<file path="src/hdl/mpm_pkg.sv">
`default_nettype none

package mpm_pkg;

  localparam int MAX_SIDE_DEF  = 4096;
  localparam int FRAC_BITS_DEF = 26;
  localparam int INT_BITS      = 6;

  localparam int SIDE_REG_W = 13;
  localparam int ITER_W     = 16;
  localparam int COORD_W    = 12;
  localparam int CFG_IDX_W  = 2;
  localparam int CFG_DATA_W = 16;

  localparam logic [CFG_IDX_W-1:0] REG_IMAGE_WIDTH    = 2'd0;
  localparam logic [CFG_IDX_W-1:0] REG_IMAGE_HEIGHT   = 2'd1;
  localparam logic [CFG_IDX_W-1:0] REG_MAX_ITERATIONS = 2'd2;

  localparam logic [SIDE_REG_W-1:0] WIDTH_RST  = 13'd960;
  localparam logic [SIDE_REG_W-1:0] HEIGHT_RST = 13'd640;
  localparam logic [ITER_W-1:0]     ITER_RST   = 16'd256;

endpackage

`default_nettype wire

</file>
<file path="src/hdl/mpm_frac_div.sv">
`default_nettype none

// Restoring divider: quo = floor(num * 2^FRAC_BITS / den), num < 3*den.
// Two integer steps then FRAC_BITS fraction steps, one bit per cycle.
module mpm_frac_div #(
  parameter int SW        = 13,
  parameter int FRAC_BITS = 26
) (
  input  wire logic                 clk_i,
  input  wire logic                 rst_ni,
  input  wire logic                 start_i,
  input  wire logic [SW+1:0]        num_i,
  input  wire logic [SW-1:0]        den_i,
  output logic                      done_o,
  output logic [FRAC_BITS+1:0]      quo_o
);

  localparam int CNTW = $clog2(FRAC_BITS + 2);

  logic [SW+1:0]        rem_q;
  logic [SW:0]          dd_q;
  logic [FRAC_BITS+1:0] quo_q;
  logic [CNTW-1:0]      cnt_q;
  logic                 run_q, done_q;

  logic          ge;
  logic [SW+1:0] rem_sub;

  assign ge      = rem_q >= {1'b0, dd_q};
  assign rem_sub = ge ? (rem_q - {1'b0, dd_q}) : rem_q;

  always_ff @(posedge clk_i or negedge rst_ni) begin
    if (!rst_ni) begin
      run_q  <= 1'b0;
      done_q <= 1'b0;
      cnt_q  <= '0;
    end else begin
      done_q <= 1'b0;
      if (start_i) begin
        run_q <= 1'b1;
        cnt_q <= '0;
      end else if (run_q) begin
        cnt_q <= cnt_q + 1'b1;
        if (cnt_q == CNTW'(FRAC_BITS + 1)) begin
          run_q  <= 1'b0;
          done_q <= 1'b1;
        end
      end
    end
  end

  always_ff @(posedge clk_i) begin
    if (start_i) begin
      rem_q <= num_i;
      dd_q  <= {den_i, 1'b0};
      quo_q <= '0;
    end else if (run_q) begin
      quo_q <= {quo_q[FRAC_BITS:0], ge};
      if (cnt_q == '0) begin
        // first integer bit compared against 2*den; drop to den after
        rem_q <= rem_sub;
        dd_q  <= {1'b0, dd_q[SW:1]};
      end else begin
        rem_q <= {rem_sub[SW:0], 1'b0};
      end
    end
  end

  assign done_o = done_q;
  assign quo_o  = quo_q;

endmodule

`default_nettype wire

</file>
<file path="src/hdl/mandelbrot_pixel_membership_core.sv">
`default_nettype none

// Mandelbrot escape-time test for one pixel. Pulse start with the pixel's
// column and row while busy is low; the beat is taken on that edge and busy
// rises. The column maps to c.re = -2 + 3*col/width and the row to
// c.im = -1 + 2*row/height (out-of-range coordinates clamp to the last
// column/row; a zero side counts as 1, a side above MAX_SIDE as MAX_SIDE).
// z = z^2 + c is then run from z = 0 up to max_iterations times in signed
// fixed point with FRAC_BITS fraction bits. The result beat shows on
// in_set_o for exactly one cycle with done_o high, in the same cycle busy
// drops; the receiver cannot stall it, so sample it when done_o is seen.
// in_set_o = 0 means the point escaped (|z|^2 > 4), 1 means it never did.
// Two mapping divisions run one after the other on the one-bit-per-cycle
// divider; then each iteration steps through the update, a^2, b^2 and
// a*b with the escape test, the products coming from the single shared
// multiplier, and the result is reported through a registered done_o.
// Configuration writes are taken any time but belong in idle periods.
module mandelbrot_pixel_membership_core #(
  parameter int MAX_SIDE  = mpm_pkg::MAX_SIDE_DEF,
  parameter int FRAC_BITS = mpm_pkg::FRAC_BITS_DEF
) (
  input  wire logic                            clk_i,
  input  wire logic                            rst_ni,
  // config write port
  input  wire logic                            cfg_we_i,
  input  wire logic [mpm_pkg::CFG_IDX_W-1:0]   cfg_idx_i,
  input  wire logic [mpm_pkg::CFG_DATA_W-1:0]  cfg_wdata_i,
  // command beat
  input  wire logic                            start,
  output logic                                 busy,
  input  wire logic [mpm_pkg::COORD_W-1:0]     pixel_column_i,
  input  wire logic [mpm_pkg::COORD_W-1:0]     pixel_row_i,
  // result beat
  output logic                                 done_o,
  output logic                                 in_set_o
);

  import mpm_pkg::*;

  localparam int W  = FRAC_BITS + INT_BITS;  // signed value width
  localparam int MW = FRAC_BITS + 3;         // magnitude width, |a|,|b| < 8
  localparam int SW = $clog2(MAX_SIDE + 1);  // effective side width

  localparam logic [2:0] S_IDLE = 3'd0;
  localparam logic [2:0] S_DIVR = 3'd1;  // real-part division running
  localparam logic [2:0] S_DIVI = 3'd2;  // imaginary-part division running
  localparam logic [2:0] S_UPD  = 3'd3;  // z = z^2 + c from sa, sb, ab
  localparam logic [2:0] S_SQA  = 3'd4;  // multiply a*a
  localparam logic [2:0] S_SQB  = 3'd5;  // multiply b*b
  localparam logic [2:0] S_TST  = 3'd6;  // escape test, multiply a*b

  localparam logic [W:0] FOUR = (W + 1)'(4) << FRAC_BITS;
  localparam logic [W-1:0] ONE = W'(1) << FRAC_BITS;

  // ---------------------------------------------------------------------
  // Configuration registers
  // ---------------------------------------------------------------------
  logic [SIDE_REG_W-1:0] width_q, height_q;
  logic [ITER_W-1:0]     max_iter_q;

  always_ff @(posedge clk_i or negedge rst_ni) begin
    if (!rst_ni) begin
      width_q    <= WIDTH_RST;
      height_q   <= HEIGHT_RST;
      max_iter_q <= ITER_RST;
    end else if (cfg_we_i) begin
      unique case (cfg_idx_i)
        REG_IMAGE_WIDTH:    width_q    <= cfg_wdata_i[SIDE_REG_W-1:0];
        REG_IMAGE_HEIGHT:   height_q   <= cfg_wdata_i[SIDE_REG_W-1:0];
        REG_MAX_ITERATIONS: max_iter_q <= cfg_wdata_i[ITER_W-1:0];
        default: ;  // unknown index: ignored
      endcase
    end
  end

  // Effective sides: zero reads as 1, oversize clamps to MAX_SIDE
  logic [SW-1:0] w_eff, h_eff;

  always_comb begin
    if (width_q == '0) begin
      w_eff = SW'(1);
    end else if (32'(width_q) > 32'(MAX_SIDE)) begin
      w_eff = SW'(MAX_SIDE);
    end else begin
      w_eff = SW'(width_q);
    end
    if (height_q == '0) begin
      h_eff = SW'(1);
    end else if (32'(height_q) > 32'(MAX_SIDE)) begin
      h_eff = SW'(MAX_SIDE);
    end else begin
      h_eff = SW'(height_q);
    end
  end

  // ---------------------------------------------------------------------
  // Sequencer state
  // ---------------------------------------------------------------------
  logic [2:0] state_q, state_d;
  logic       done_q, done_d;
  logic       in_set_q, in_set_d;
  logic       accept;

  assign accept = start && (state_q == S_IDLE);

  // ---------------------------------------------------------------------
  // Pixel mapping: one divider, real part first, then imaginary
  // ---------------------------------------------------------------------
  logic [COORD_W-1:0]   row_q;
  logic                 sel_re;
  logic [COORD_W-1:0]   coord;
  logic [SW-1:0]        den_sel, coord_c;
  logic [SW+1:0]        div_num;
  logic                 div_start, div_done;
  logic [FRAC_BITS+1:0] div_quo;

  assign sel_re  = (state_q == S_IDLE);
  assign coord   = sel_re ? pixel_column_i : row_q;
  assign den_sel = sel_re ? w_eff : h_eff;

  always_comb begin
    if (32'(coord) >= 32'(den_sel)) begin
      coord_c = den_sel - 1'b1;
    end else begin
      coord_c = SW'(coord);
    end
  end

  // 3*col for the real part, 2*row for the imaginary part
  assign div_num   = sel_re ? ({2'b00, coord_c} + {1'b0, coord_c, 1'b0})
                            : {1'b0, coord_c, 1'b0};
  assign div_start = accept || ((state_q == S_DIVR) && div_done);

  mpm_frac_div #(
    .SW        (SW),
    .FRAC_BITS (FRAC_BITS)
  ) u_div (
    .clk_i   (clk_i),
    .rst_ni  (rst_ni),
    .start_i (div_start),
    .num_i   (div_num),
    .den_i   (den_sel),
    .done_o  (div_done),
    .quo_o   (div_quo)
  );

  // ---------------------------------------------------------------------
  // Iteration datapath around one shared multiplier
  // ---------------------------------------------------------------------
  logic [W-1:0]      cre_q, cim_q;   // signed c
  logic [W-1:0]      a_q, b_q;       // signed z
  logic [W-1:0]      sa_q, sb_q;     // a^2, b^2 (unsigned, floored)
  logic [2*MW-1:0]   prod_q, prod_d;
  logic [ITER_W-1:0] cnt_q;

  logic [W-1:0]    a_abs_w, b_abs_w;
  logic [MW-1:0]   ma, mb, mul_x, mul_y;
  logic [W-1:0]    sq_new, ab_mag, ab_sgn;
  logic [W:0]      a_ext, esc_sum;
  logic            escaped;
  logic [W-1:0]    quo_ext;

  assign a_abs_w = a_q[W-1] ? (~a_q + 1'b1) : a_q;
  assign b_abs_w = b_q[W-1] ? (~b_q + 1'b1) : b_q;
  assign ma      = a_abs_w[MW-1:0];
  assign mb      = b_abs_w[MW-1:0];

  always_comb begin
    case (state_q)
      S_SQA: begin
        mul_x = ma;
        mul_y = ma;
      end
      S_SQB: begin
        mul_x = mb;
        mul_y = mb;
      end
      default: begin
        mul_x = ma;
        mul_y = mb;
      end
    endcase
  end

  assign prod_d = (2*MW)'(mul_x) * (2*MW)'(mul_y);

  // square of a magnitude, floored to FRAC_BITS
  assign sq_new = prod_q[FRAC_BITS +: W];
  // 2*|a|*|b| floored, then signed: rounds toward zero
  assign ab_mag = prod_q[FRAC_BITS-1 +: W];
  assign ab_sgn = (a_q[W-1] ^ b_q[W-1]) ? (~ab_mag + 1'b1) : ab_mag;

  assign a_ext   = {1'b0, sa_q} - {1'b0, sb_q} + {cre_q[W-1], cre_q};
  assign esc_sum = {1'b0, sa_q} + {1'b0, sq_new};
  assign escaped = esc_sum > FOUR;
  assign quo_ext = W'(div_quo);

  // ---------------------------------------------------------------------
  // Sequencer
  // ---------------------------------------------------------------------
  always_comb begin
    state_d  = state_q;
    done_d   = 1'b0;
    in_set_d = in_set_q;
    unique case (state_q)
      S_IDLE: begin
        if (start) begin
          state_d = S_DIVR;
        end
      end
      S_DIVR: begin
        if (div_done) begin
          state_d = S_DIVI;
        end
      end
      S_DIVI: begin
        if (div_done) begin
          if (max_iter_q == '0) begin
            state_d  = S_IDLE;
            done_d   = 1'b1;
            in_set_d = 1'b1;
          end else begin
            state_d = S_UPD;
          end
        end
      end
      S_UPD: state_d = S_SQA;
      S_SQA: state_d = S_SQB;
      S_SQB: state_d = S_TST;
      S_TST: begin
        if (escaped) begin
          state_d  = S_IDLE;
          done_d   = 1'b1;
          in_set_d = 1'b0;
        end else if (cnt_q == max_iter_q) begin
          state_d  = S_IDLE;
          done_d   = 1'b1;
          in_set_d = 1'b1;
        end else begin
          state_d = S_UPD;
        end
      end
      default: state_d = S_IDLE;
    endcase
  end

  always_ff @(posedge clk_i or negedge rst_ni) begin
    if (!rst_ni) begin
      state_q <= S_IDLE;
      done_q  <= 1'b0;
    end else begin
      state_q <= state_d;
      done_q  <= done_d;
    end
  end

  always_ff @(posedge clk_i) begin
    in_set_q <= in_set_d;
    if (accept) begin
      row_q <= pixel_row_i;
    end
    if ((state_q == S_DIVR) && div_done) begin
      cre_q <= quo_ext - (ONE << 1);
    end
    if ((state_q == S_DIVI) && div_done) begin
      // z = 0, so a^2 = b^2 = a*b = 0 going into the first update
      cim_q  <= quo_ext - ONE;
      a_q    <= '0;
      b_q    <= '0;
      sa_q   <= '0;
      sb_q   <= '0;
      prod_q <= '0;
      cnt_q  <= '0;
    end
    case (state_q)
      S_UPD: begin
        a_q   <= a_ext[W-1:0];
        b_q   <= ab_sgn + cim_q;
        cnt_q <= cnt_q + 1'b1;
      end
      S_SQA: prod_q <= prod_d;
      S_SQB: begin
        sa_q   <= sq_new;
        prod_q <= prod_d;
      end
      S_TST: begin
        sb_q   <= sq_new;
        prod_q <= prod_d;
      end
      default: ;
    endcase
  end

  assign busy     = (state_q != S_IDLE);
  assign done_o   = done_q;
  assign in_set_o = in_set_q;

endmodule

`default_nettype wire

</file>
<file path="config.mk">
export PLATFORM = sky130hd
export DESIGN_NAME = mandelbrot_pixel_membership_core
export DESIGN_NICKNAME = d
export VERILOG_FILES = /design/src/hdl/mpm_pkg.sv /design/src/hdl/mpm_frac_div.sv /design/src/hdl/mandelbrot_pixel_membership_core.sv
export SDC_FILE = /design/constraint.sdc
export NUM_CORES = 2
export LEC_CHECK = 0
export BUFFER_PORTS_ARGS = -buffer_cell sky130_fd_sc_hd__buf_2
export CELL_PAD_IN_SITES_DETAIL_PLACEMENT = 1
export CELL_PAD_IN_SITES_GLOBAL_PLACEMENT = 1
export CORE_UTILIZATION = 48
export CTS_BUF_LIST = sky130_fd_sc_hd__clkbuf_4
export DETAILED_ROUTE_END_ITERATION = 10
export HOLD_SLACK_MARGIN = 0.02
export PLACE_DENSITY = 0.87
export SLEW_MARGIN = 20
export SYNTH_ARGS = -nofsm -noshare
export SYNTH_HDL_FRONTEND = slang
export SYNTH_HIERARCHICAL = 1
export SYNTH_SLANG_ARGS = --single-unit
</file>
<file path="constraint.sdc">
create_clock -name clk_i -period 8.8 [get_ports clk_i]
set_clock_uncertainty 0.15 [all_clocks]
set_input_delay 0.88 -clock clk_i [delete_from_list [all_inputs] [get_ports clk_i]]
set_output_delay 0.88 -clock clk_i [all_outputs]
set_load 0.01 [all_outputs]
</file>
==> results of run 1 <==
==> per-stage QoR <==
stage | instance area (µm²) | TNS (ps) | hold slack [ps] | utilization | setup slack [ps]
global placement | 56330 | -18140 | 322.4 | 0.5427 | -856.6
floorplan | 50750 | -1219 | 296.5 | - | -196.2
CTS | 58920 | -21940 | 22.29 | 0.5677 | -864.0
detailed placement | 56330 | -34200 | 333.1 | 0.5427 | -1347
==> cells in the mapped netlist, drive strengths merged (21+ instances only) <==
library cell / count / area share
nand2b: 23 / 0.0029
nor2: 660 / 0.049
edfxtp: 271 / 0.16
nand4: 32 / 0.0041
o21a: 81 / 0.012
a21o: 84 / 0.013
nand2: 614 / 0.046
and2: 68 / 0.0085
buf: 41 / 0.0046
and3: 49 / 0.0061
nor3: 51 / 0.0057
nor4: 25 / 0.0034
inv: 977 / 0.073
dfrtp: 46 / 0.023
clkbuf: 189 / 0.015
nand3: 48 / 0.0049
fa: 758 / 0.30
mux2i: 63 / 0.013
xnor2: 117 / 0.020
a22o: 21 / 0.0037
o31ai: 29 / 0.0052
o21bai: 21 / 0.0033
ha: 386 / 0.096
o21ai: 167 / 0.017
xor2: 122 / 0.021
mux2: 50 / 0.011
a21oi: 166 / 0.017
dfxtp: 29 / 0.012
==> logic make-up after synthesis <==
| kind of cell | count (synthesis) | synth area share |
|---|---|---|
| compound gates | 731 | 0.09880 |
| mux | 113 | 0.02371 |
| buf+inv | 1207 | 0.09249 |
| fa+ha+maj | 1145 | 0.3975 |
| xor+xnor | 239 | 0.04157 |
| simple gates | 1673 | 0.1463 |
| flops | 353 | 0.1997 |
==> repair_timing <==
item,4_1_cts
pin swaps,83
hold endpoints to repair,37
endpoints found under the setup margin,33
hold buffers,12
setup buffers,44
gates resized for setup,181
==> routing by layer <==
metal / track usage / overflow
met1: 0.6634 / 0
met2: 0.8442 / 3
met3: 0.6177 / 0
met4: 0.7166 / 1
met5: 0.4911 / 0
==> results.toml, run 1 <==
[global_route]
gr-usage-all-layers = 0.7073
overflow = 4
antenna_found_initial = 61
grt_max_degree = 77

[sta]
worstEndpointType = "register data pin"
worst_endpoint = "prod_q[52]$_SDFFCE_PN0P_/D"

[yosys]
synth.yosys.seq_area_share = 0.1997
syn_area_per_cell_um2 = 9.220
async_flop_share = 0.1501
netlist_instances = 5461
ys_types = 117
synth_area_mm2 = 0.05035
syn-num-nets = 6651
synth_top_flop_cell = "edfxtp_1"
ys_warn_count = 6
synth-seq-cells = 353
synth_edf_count = 271

[cts]
htree_levels = 3
cts-buffers-inserted = 91
clk_path_buf_depth = 3
cts_sinks = 353
root_buffer = "clkbuf_4"

[floorplan]
die-width_um = 325.9
die_h_um = 325.9
start_util = 0.4851
io_pins = 49
rows = 118

[outcome]
error_line = "[ERROR GRT-0232] Routing congestion too high. Check the congestion heatmap in the GUI."
failing_step = "global routing (5_1_grt)"
status = "did not finish"

[place]
dp_cells = 7218
portBuffers = 48
post-dp-hpwl_mm = 159.6
globalplace.congestion = 1.021
==> run 2: changes to the inputs <==
Settings changed: CELL_PAD_IN_SITES_DETAIL_PLACEMENT 1 to default, CELL_PAD_IN_SITES_GLOBAL_PLACEMENT 1 to default, CORE_UTILIZATION 48 to 35, CTS_BUF_LIST sky130_fd_sc_hd__clkbuf_4 to default, HOLD_SLACK_MARGIN 0.02 to default, PLACE_DENSITY 0.87 to default, PLACE_DENSITY_LB_ADDON from default to 0.15.
Clock period 8.8 ns to 11.4 ns, I/O delays scaled along.
==> results.toml, run 2 <==
[yosys]
synth.yosys.seq_area_share = 0.1997
ys_types = 117
netlist_instances = 5461
yosys.area.top_type = "fa_1"
synth_area_leaders = "fa_1 30%, edfxtp_1 16%, ha_1 9.6%"
synthMuxAreaShare = 0.02371
syn-num-nets = 6651
synth_edf_count = 271
yosys-top-cells-count = "975 x inv_1, 758 x fa_1, 658 x nor2_1, 613 x nand2_1, 386 x ha_1"
synthSimpleGateAreaFrac = 0.1463
synth_top_family_by_area = "adder cells"
yosys.area_share.adder = 0.3975
async_flop_share = 0.1501
ys_warn_count = 6
synth-seq-cells = 353
synth_compound_area_frac = 0.09880
yosys.area.top_type_share = 0.3014
synth-xor-area-share = 0.04157
synth_area_mm2 = 0.05035
syn_area_per_cell_um2 = 9.220
synth.most_common_cell = "inv_1"
synth_top_flop_cell = "edfxtp_1"

[sta]
hold_viol = 0
setup_viol = 0
tightest_slew_ps = 1145
maxSlewViolCount = 0
fmax_ghz = 0.09415
rsz0062_at_grt = "false"
finalSetupTns_ps = 0
period_share = 0.9317
relSlewSlack = 0.2367
fin_crit_ps = 10620

[place]
globalplace.congestion = 0.9461
post-dp-hpwl_mm = 130.2
portBuffers = 48

[cts]
clk_path_buf_depth = 3
cts_hold_buf = 0
cts_tree = "done"
cts-buffers-inserted = 39
cts_resized = 0
root_buffer = "clkbuf_16"
htree_levels = 2
cts_sinks = 353
cts_setup_buffers = 0
clkLatencyLatePin_ps = 580
path_clk_slew_ps = 60

[pwr]
power_leakage_uw = 0.02509
power.internal_uw = 2645
power_density_mw_per_mm2 = 67.80
p_clk_frac = 0.383
p_total_uw = 3703
ir_drop_mv = 0.08772
seqPwrFrac = 0.430
p_comb_frac = 0.188
swShare = 0.2857
p_switching_uw = 1058

[layout]
layout_commonest_cell = "inv_1"
drive_above_1_share = 0.07352
largest-register = "prod_q"
area_delta_synth_final_pct = 8.471
num-nets-final = 6654
largest_reg_flops = 33
final_cell_mix = "975 x inv_1, 758 x fa_1, 658 x nor2_1"
reg_top3 = "prod_q x33, sa_q x32, sb_q x32"

[job]
cap_violations = 0

[worst_setup_path]
r2r_slack_ps = 780
reg2reg_from = "b_q[1]"
r2r_cells = 33
cp_slowest_stage_delay_ps = 830
endpoint_kind = "flip-flop"
crit_type = "reg2reg"
crit_slowest_cell = "o21ai_0"
reg2reg_to = "prod_q[57]"
critPathArrivalTime_ps = 10780
critPathMaxFanout = 8
crit_path_frequent_cell = "fa_1"
crit_required_ps = 11560
cp-start-kind = "flip-flop"

[drt]
avgRoutedWirePerCell_um = 21.85
dr_total_vias = 37746
drc = 0
dr.pass1.iters = 5
drt-initial-drc-count = 2462
totalWireLength_mm = 161.5
antenna_left = 0
via_per_inst = 5.109

[global_route]
overflow = 0
gr-usage-all-layers = 0.2239
antenna_found_initial = 2
grt_max_degree = 77
grt_pass1_wl_mm = 247.9
grt_pass1_vias = 39243

[floorplan]
rows = 138
start_util = 0.3543
coreArea_mm2 = 0.1421
io_pins = 49
die-width_um = 381.3
die_area_mm2 = 0.1454
die_h_um = 381.3

[outcome]
status = "finished clean"

[min_path]
worstHoldStart = "u_div/quo_o[26]"
min_to = "cre_q[26]"
hold_depth = 0
hp-class = "reg2reg"
==> run 2: cell counts after synthesis <==
No cell type changed its count.
==> run 2: worst max path at each step <==
stage,start,cells past startpoint,slack (ps),end
6_report,b_q[1],33,780,prod_q[57]
5_1_grt,b_q[1],33,140,prod_q[57]
4_1_cts,b_q[1],33,730,prod_q[57]
3_5_place_dp,b_q[1],33,800,prod_q[57]
3_3_place_gp,b_q[1],33,830,prod_q[57]
2_1_floorplan,b_q[0],37,1820,prod_q[56]
==> run 2: through the flow <==
| stage | hold WS [ps] | setup WS [ps] | cell area, µm² | instances | utilization |
|---|---|---|---|---|---|
| finish | 344.6 | 778.6 | 54620 | 7388 | 0.3843 |
| floorplan | 296.5 | 1816 | 50350 | 5461 | - |
| global placement | 328.1 | 833.9 | 53180 | 7313 | 0.3742 |
| detailed placement | 324.6 | 804.4 | 53190 | 7313 | 0.3743 |
| global route | 359.5 | 144.9 | 54610 | 7385 | 0.3843 |
| CTS | 351.2 | 731.9 | 54610 | 7385 | 0.3843 |
==> run 2: per-layer routing <==
metal | vias up | GRT usage | wire length, µm
met5 | - | 0 | 0
met4 | 0 | 0.06210 | 4675
met3 | 182 | 0.02323 | 7933
met2 | 975 | 0.3551 | 72710
met1 | 19126 | 0.3231 | 76140
li1 | 17463 | - | -
==> run 2: cell families (layout without fill, tap and decap cells) <==
kind of cell / Yosys count / in the layout
AO/OA/AOI/OAI: 731 / 731
XOR/XNOR: 239 / 239
adder cells (fa/ha/maj): 1145 / 1145
buffers and inverters: 1207 / 1241
flip-flops: 353 / 353
multiplexers: 113 / 113
other: 0 / 3
AND/OR/NAND/NOR: 1673 / 1673
==> run 2: power groups by stage <==
stage / Sequential (µW) / Clock (µW) / Combinational (µW)
after global routing: 1600 / 1490 / 774
after global placement: 1610 / 0 / 681
after floorplan: 1570 / 0 / 553
final: 1590 / 1420 / 695
after CTS: 1590 / 1460 / 693
after detailed placement: 1610 / 0 / 691
==> run 2: cell type report <==
class,count,area [µm²]
diodes,3,7.507
clock buffers,51,1116
clock inverters,21,306.5
fillers,14440,87490
inverters,977,3667
multi-input cells,3901,35780
flip-flops and latches,353,10050
well taps,1890,2365
repair buffers,192,1321
==> run 2: worst max-delay path: cells and delay by family, from the launching register on <==
family / cells / cell delay, ps
XOR/XNOR: 2 / 350
flip-flops: 1 / 430
buffers and inverters: 6 / 370
AND/OR/NAND/NOR: 5 / 1280
adder cells (fa/ha/maj): 10 / 4340
AO/OA/AOI/OAI: 10 / 3420
No activity file was read; power rests on OpenSTA's default activity.
